$ cat config.mk
export PLATFORM = sky130hd
export DESIGN_NAME = bounded_priority_queue
export DESIGN_NICKNAME = d
export VERILOG_FILES = /design/src/hw/rtl/bpq_pkg.sv /design/src/hw/rtl/bounded_priority_queue.sv
export SDC_FILE = /design/constraint.sdc
export NUM_CORES = 1
export LEC_CHECK = 0
export ABC_AREA = 1
export BUFFER_PORTS_ARGS = -buffer_cell sky130_fd_sc_hd__buf_2
export CAP_MARGIN = 20
export CORE_AREA = 2 2 310 312
export DETAILED_ROUTE_END_ITERATION = 6
export DIE_AREA = 0 0 312 314
export GPL_TIMING_DRIVEN = 0
export PLACE_DENSITY = 0.58
export SYNTH_ARGS = -nofsm -noshare
export SYNTH_HDL_FRONTEND = slang
export SYNTH_SLANG_ARGS = --single-unit
export TNS_END_PERCENT = 30
$ cat constraint.sdc
create_clock -name clk -period 7.2 [get_ports clk]
set_input_delay 1.44 -clock clk [delete_from_list [all_inputs] [get_ports clk]]
set_output_delay 1.44 -clock clk [all_outputs]
set_load 0.02 [all_outputs]
$ cat src/hw/rtl/bpq_pkg.sv
// Shared types and constants of the bounded priority queue.
// Holds field widths, operation and status codes and the controller state type.
// No dependencies.
package bpq_pkg;

	localparam int DEPTH_DEF   = 16;

	localparam int FUNC_W      = 2;
	localparam int DATA_W      = 32;
	localparam int PRIO_W      = 16;
	localparam int STAT_W      = 2;
	localparam int FILL_W      = 5;
	localparam int IN_TDATA_W  = 48;
	localparam int OUT_TDATA_W = 56;

	localparam logic [FUNC_W-1:0] OP_INSERT = 2'd0;
	localparam logic [FUNC_W-1:0] OP_PEEK   = 2'd1;
	localparam logic [FUNC_W-1:0] OP_DELETE = 2'd2;

	localparam logic [STAT_W-1:0] ST_OK    = 2'd0;
	localparam logic [STAT_W-1:0] ST_FULL  = 2'd1;
	localparam logic [STAT_W-1:0] ST_EMPTY = 2'd2;

	typedef enum logic [1:0] {
		S_IDLE,
		S_SCAN,
		S_SHIFT,
		S_RESP
	} bpq_state_t;

endpackage

$ cat src/hw/rtl/bounded_priority_queue.sv
// Bounded max-priority queue held unsorted in one synchronous entry memory.
// Depends on bpq_pkg.
//
//   channel | dir | tdata (lsb first)                          | tuser
//   s_*     | in  | item_data[31:0], item_priority[15:0]       | func[1:0]
//   m_*     | out | out_data, out_priority, fill_level, 3 zeros | status[1:0]
//
// One transaction at a time. Insert, the unused code and an empty peek or delete
// go straight to the response state; peek scans with one memory read per stored entry.
// Delete then shifts the entries above the found one down, reading one entry and
// writing the one below it each cycle, or shifts nothing if the found entry is last.
// Reset empties the queue at once; entry contents are not cleared.
// A result waiting on m_tready holds the block in its response state.
module bounded_priority_queue #(
	parameter int DEPTH = bpq_pkg::DEPTH_DEF
) (
	input  logic                               clk,
	input  logic                               arst_n,
	input  logic                               s_tvalid,
	output logic                               s_tready,
	input  logic [bpq_pkg::IN_TDATA_W-1:0]     s_tdata,   // item_data, item_priority
	input  logic [bpq_pkg::FUNC_W-1:0]         s_tuser,   // func
	output logic                               m_tvalid,
	input  logic                               m_tready,
	output logic [bpq_pkg::OUT_TDATA_W-1:0]    m_tdata,   // out_data, out_priority, fill_level
	output logic [bpq_pkg::STAT_W-1:0]         m_tuser    // status
);
	import bpq_pkg::*;

	localparam int CW = $clog2(DEPTH + 1);
	localparam int IW = $clog2(DEPTH);
	localparam int EW = DATA_W + PRIO_W;
	localparam logic [CW-1:0] ONE_C   = CW'(1);
	localparam logic [CW-1:0] DEPTH_C = CW'(DEPTH);

	logic [EW-1:0] mem [DEPTH];

	bpq_state_t state_q, state_d;
	logic [CW-1:0] count_q;
	logic [CW-1:0] ptr_q;
	logic [CW-1:0] cmp_idx_q;
	logic [CW-1:0] best_idx_q;
	logic          del_q;
	logic          sh_vld_s1;
	logic [CW-1:0] sh_addr_s1;
	logic [STAT_W-1:0] res_status_q;
	logic signed [DATA_W-1:0] res_data_q;
	logic [PRIO_W-1:0] res_prio_q;
	logic          m_tvalid_q;
	logic [OUT_TDATA_W-1:0] m_tdata_q;
	logic [STAT_W-1:0] m_tuser_q;
	logic [EW-1:0] rd_data_s1;

	logic [FUNC_W-1:0] in_func;
	logic signed [DATA_W-1:0] in_data;
	logic [PRIO_W-1:0] in_prio;
	logic          s_acc;
	logic          is_ins, is_find, q_empty, q_full;
	logic          scan_take, scan_last, sh_issue, resp_go;
	logic [DATA_W-1:0] rd_dat;
	logic [PRIO_W-1:0] rd_prio;
	logic [IW-1:0] rd_addr;
	logic          mem_we;
	logic [IW-1:0] wr_addr;
	logic [EW-1:0] wr_data;

	assign in_func = s_tuser;
	assign in_data = s_tdata[DATA_W-1:0];
	assign in_prio = s_tdata[EW-1:DATA_W];
	assign rd_dat  = rd_data_s1[DATA_W-1:0];
	assign rd_prio = rd_data_s1[EW-1:DATA_W];

	assign s_tready = (state_q == S_IDLE);
	assign s_acc    = s_tvalid && s_tready;
	assign is_ins   = (in_func == OP_INSERT);
	assign is_find  = (in_func == OP_PEEK) || (in_func == OP_DELETE);
	assign q_empty  = (count_q == '0);
	assign q_full   = (count_q >= DEPTH_C);

	assign scan_take = (cmp_idx_q == '0) || (rd_prio > res_prio_q);
	assign scan_last = (cmp_idx_q == count_q - ONE_C);
	assign sh_issue  = (ptr_q < count_q);
	assign resp_go   = !m_tvalid_q || m_tready;

	always_comb begin
		state_d = state_q;
		unique case (state_q)
			S_IDLE: begin
				if (s_acc) begin
					state_d = (is_find && !q_empty) ? S_SCAN : S_RESP;
				end
			end
			S_SCAN: begin
				if (scan_last) begin
					state_d = del_q ? S_SHIFT : S_RESP;
				end
			end
			S_SHIFT: begin
				if (!sh_issue && !sh_vld_s1) begin
					state_d = S_RESP;
				end
			end
			S_RESP: begin
				if (resp_go) begin
					state_d = S_IDLE;
				end
			end
			default: state_d = S_IDLE;
		endcase
	end

	always_comb begin
		rd_addr = ptr_q[IW-1:0];
		mem_we  = 1'b0;
		wr_addr = sh_addr_s1[IW-1:0] - IW'(1);
		wr_data = rd_data_s1;
		unique case (state_q)
			S_IDLE: begin
				rd_addr = '0;
				wr_addr = count_q[IW-1:0];
				wr_data = {in_prio, in_data};
				mem_we  = s_acc && is_ins && !q_full;
			end
			S_SHIFT: begin
				mem_we = sh_vld_s1;
			end
			default: begin
				mem_we = 1'b0;
			end
		endcase
	end

	always_ff @(posedge clk) begin
		if (mem_we) begin
			mem[wr_addr] <= wr_data;
		end
		rd_data_s1 <= mem[rd_addr];
	end

	always_ff @(posedge clk or negedge arst_n) begin
		if (!arst_n) begin
			state_q    <= S_IDLE;
			count_q    <= '0;
			m_tvalid_q <= 1'b0;
			sh_vld_s1  <= 1'b0;
		end else begin
			state_q   <= state_d;
			sh_vld_s1 <= (state_q == S_SHIFT) && sh_issue;
			if (state_q == S_IDLE && s_acc && is_ins && !q_full) begin
				count_q <= count_q + ONE_C;
			end else if (state_q == S_SHIFT && !sh_issue && !sh_vld_s1) begin
				count_q <= count_q - ONE_C;
			end
			if (state_q == S_RESP && resp_go) begin
				m_tvalid_q <= 1'b1;
			end else if (m_tready) begin
				m_tvalid_q <= 1'b0;
			end
		end
	end

	always_ff @(posedge clk) begin
		unique case (state_q)
			S_IDLE: begin
				if (s_acc) begin
					ptr_q      <= ONE_C;
					cmp_idx_q  <= '0;
					del_q      <= (in_func == OP_DELETE);
					res_data_q <= '0;
					res_prio_q <= '0;
					if (is_ins) begin
						res_status_q <= q_full ? ST_FULL : ST_OK;
					end else if (is_find && q_empty) begin
						res_status_q <= ST_EMPTY;
					end else begin
						res_status_q <= ST_OK;
					end
				end
			end
			S_SCAN: begin
				ptr_q     <= ptr_q + ONE_C;
				cmp_idx_q <= cmp_idx_q + ONE_C;
				if (scan_take) begin
					res_data_q <= rd_dat;
					res_prio_q <= rd_prio;
					best_idx_q <= cmp_idx_q;
				end
				if (scan_last) begin
					ptr_q <= (scan_take ? cmp_idx_q : best_idx_q) + ONE_C;
				end
			end
			S_SHIFT: begin
				sh_addr_s1 <= ptr_q;
				if (sh_issue) begin
					ptr_q <= ptr_q + ONE_C;
				end
			end
			S_RESP: begin
				if (resp_go) begin
					m_tuser_q <= res_status_q;
					m_tdata_q <= {(OUT_TDATA_W - EW - FILL_W)'(0), FILL_W'(count_q),
						res_prio_q, res_data_q};
				end
			end
			default: begin
				ptr_q <= ptr_q;
			end
		endcase
	end

	assign m_tvalid = m_tvalid_q;
	assign m_tdata  = m_tdata_q;
	assign m_tuser  = m_tuser_q;

endmodule

==> metrics.md <==
| Metric | Value |
|---|---|
| Initial antenna violation count | `3` |
| H-tree Lvls | `3` |
| Peak VDD IR | `262.8 uV` |
| Synth area leaders | `edfxtp_1, nor2_1, o311ai_1` |
| Reg clk slew, reported paths | `0.06 ns` |
| Hpwl dp | `67480 um` |
| Pin count of the biggest net entering global routing | `49` |
| Status | `complete, no violations` |
| DP Area | `40490 um^2` |
| Row count | `113` |
| Post-CTS setup buffers | `0` |
| Clk root buf | `clkbuf_16` |
| Routed len/inst | `22.55 um` |
| CTS tree | `yes` |
| Fraction of layout cells with a size suffix above 1 | `11.86%` |
| Number of I/O pins | `114` |
| Required time worst endpoint | `7.48 ns` |
| Kind of critical path | `reg -> reg` |
| Via count | `23860` |
| TritonCTS Sinks | `950` |
| 1st-iter DRT viols | `2658` |
| Mapped Cells | `2959` |
| Clock latency on the worst-skew pair | `0.66 ns` |
| Area Overhead vs Synth | `16.36%` |
| Synth Warn # | `0` |
| Hold WC Path Type | `reg -> reg` |
| Cell variety after synth | `41` |
| Critical Path End Type | `flip-flop` |
| Async set-reset flop share out of synthesis | `0.9474%` |
| Residual DRC | `0` |
| Synth top cells by count | `edfxtp_1, nor2_1, nand2_1, o311ai_1, o21ai_0` |
| Final Cell Area | `43670 um^2` |
| LEAKAGE | `15.59 nW` |
| CTS resizes | `0` |
| Final hold violation count | `0` |
| TritonRoute pass-1 iters | `5` |
| Routability congestion estimate | `0.7923` |
| Die Width | `312 um` |
| Total track usage | `20.88%` |
| Tightest Pin Transition | `1.012 ns` |
| Grt ovf | `0` |
| Worst Skew | `0.02048 ns` |
| First-pass GRT wire length | `152000 um` |
| Relative slew slack | `32.55%` |
| Core Footprint | `94450 um^2` |
| Cts bufs inserted | `99` |
| Max Clk Rate | `232.4 MHz` |
| ANT cells | `0` |
| Crit path DAT | `4.59 ns` |
| Crit start category | `flip-flop` |
| Cells after DPL | `4369` |
| Die area | `97970 um^2` |
| Post-synth EDFFs | `893` |
| Post-synthesis register bit count | `950` |
| Synth area leader | `edfxtp_1` |
| Fin util | `46.24%` |
| Cell with the most instances after synthesis | `edfxtp_1` |
| Starting Density | `39.74%` |
| Post-synthesis sequential area ratio | `74.61%` |
| Port Buffers | `110` |
| Synth Flop Type | `edfxtp_1` |
| Overall power | `20.76 mW` |
| Pwr Density | `475.4 nW/um^2` |
| Antenna-violating nets left | `0` |
| Post-synth top area share | `71.45%` |
| Die Y | `314 um` |
| Avg Vias per Cell | `5.239` |
| Final #Nets | `3293` |
| CTS Hold Bufs | `0` |
| Max-Cap Viols | `0` |
| Final Instance Count excl. Fillers | `4554` |
| Ratio of final minimum period to clock period | `59.76%` |
| Setup Viol. Count Final | `0` |
| Clock Tree Buf Depth | `3` |
| Vias in the first global route | `23320` |
| Syn Area/Cell | `12.68 um^2` |
| Worst-path maximum fanout | `48` |
| Slew Limit Fails | `0` |
| Post-Syn Area | `37530 um^2` |
| Minimum clock period | `4.302 ns` |
| Final wirelength | `102700 um` |
| RSZ-0062 raised after global routing | `no` |
-- cells in the final DEF, fill, tap and decap left out, drive strengths merged, types with 9 or more instances in the layout --
cell and n:
a21oi 19, buf 232, clkbuf 225, clkinv 36, dfrtp 9, dfxtp 48
edfxtp 893, ha 34, inv 113, nand2 304, nand3 119, nor2 805
o21ai 209, o311ai 192, xor2 9
-- stage by stage --
stage	setup TNS (ns)	worst slack (ns)	hold WS, ns
after floorplan	0	2.511	0.4003
after global placement	-41.73	-0.2673	0.4021
after detailed placement	0	2.829	0.4045
after CTS	0	2.801	0.4155
after global routing	0	2.594	0.4214
final	0	2.898	0.4165
-- per-layer routing --
metal | wire length, um | GRT usage [%]
met2 | 47980 | 33.85
met4 | 2958 | 7.091
met3 | 8520 | 3.722
met1 | 43240 | 28.49
met5 | 7 | 0
-- cells by family (layout without fill, tap and decap cells) --
group | count (synthesis) | after routing | share of synthesized area, %
xor gates and xnor gates | 13 | 13 | 0.3234
and+or+nand+nor | 1245 | 1245 | 13.04
DFF | 950 | 950 | 74.61
adders and majority gates | 34 | 34 | 1.134
other | 1 | 3 | 0.009992
buffers and inverters | 286 | 614 | 3.131
AOI/OAI and AO/OA | 430 | 430 | 7.748
-- power by group --
group / internal (mW) / switching, mW / leakage [nW]
clock network: 2.92 / 2.12 / 1.57
registers: 7.86 / 0.289 / 8.63
logic: 1.79 / 5.79 / 5.39
total: 12.6 / 8.20 / 15.6
-- cell type report --
type                            count  area (um^2)
Buffer                            178        769.5
Inverter                          108        407.9
Sequential cell                   950        28000
Clock inverter                     49        480.5
Multi-Input combinational cell   1725         8492
Tap cell                         1265         1583
Clock buffer                      136         2699
Fill cell                        8518        50780
Timing Repair Buffer              143         1235
-- final timing paths --
kind | end | cells after the start | start | slack, ns
min | m_tuser[0] | 0 | res_status_q[0] | 0.42
max in group asynchronous | count_q[4] | 1 | arst_n | 6.35
max | res_data_q[19] | 7 | state_q[1] | 2.90
min reg2reg | m_tuser[0] | 0 | res_status_q[0] | 0.42
max reg2reg | res_data_q[19] | 7 | state_q[1] | 2.90
min in group asynchronous | count_q[2] | 1 | arst_n | 0.64
-- worst max-delay path: stages (launching register included) --
cell and delay (ns):
dfrtp_1 0.43, inv_1 0.10, ha_1 0.32, clkbuf_1 0.78, inv_1 0.39, o21ai_0 0.80, o21ai_0 0.32, inv_4 0.69
-- state kept, by name, indices dropped and copies added (netlist names), 2 cells and up --
signal        flops
best_idx_q        5
cmp_idx_q         5
count_q           5
m_tdata          53
m_tuser           2
mem             768
ptr_q             5
rd_data_s1       48
res_data_q       32
res_prio_q       16
res_status_q      2
sh_addr_s1        4
state_q           2
Power figures use the tool's default switching activity.
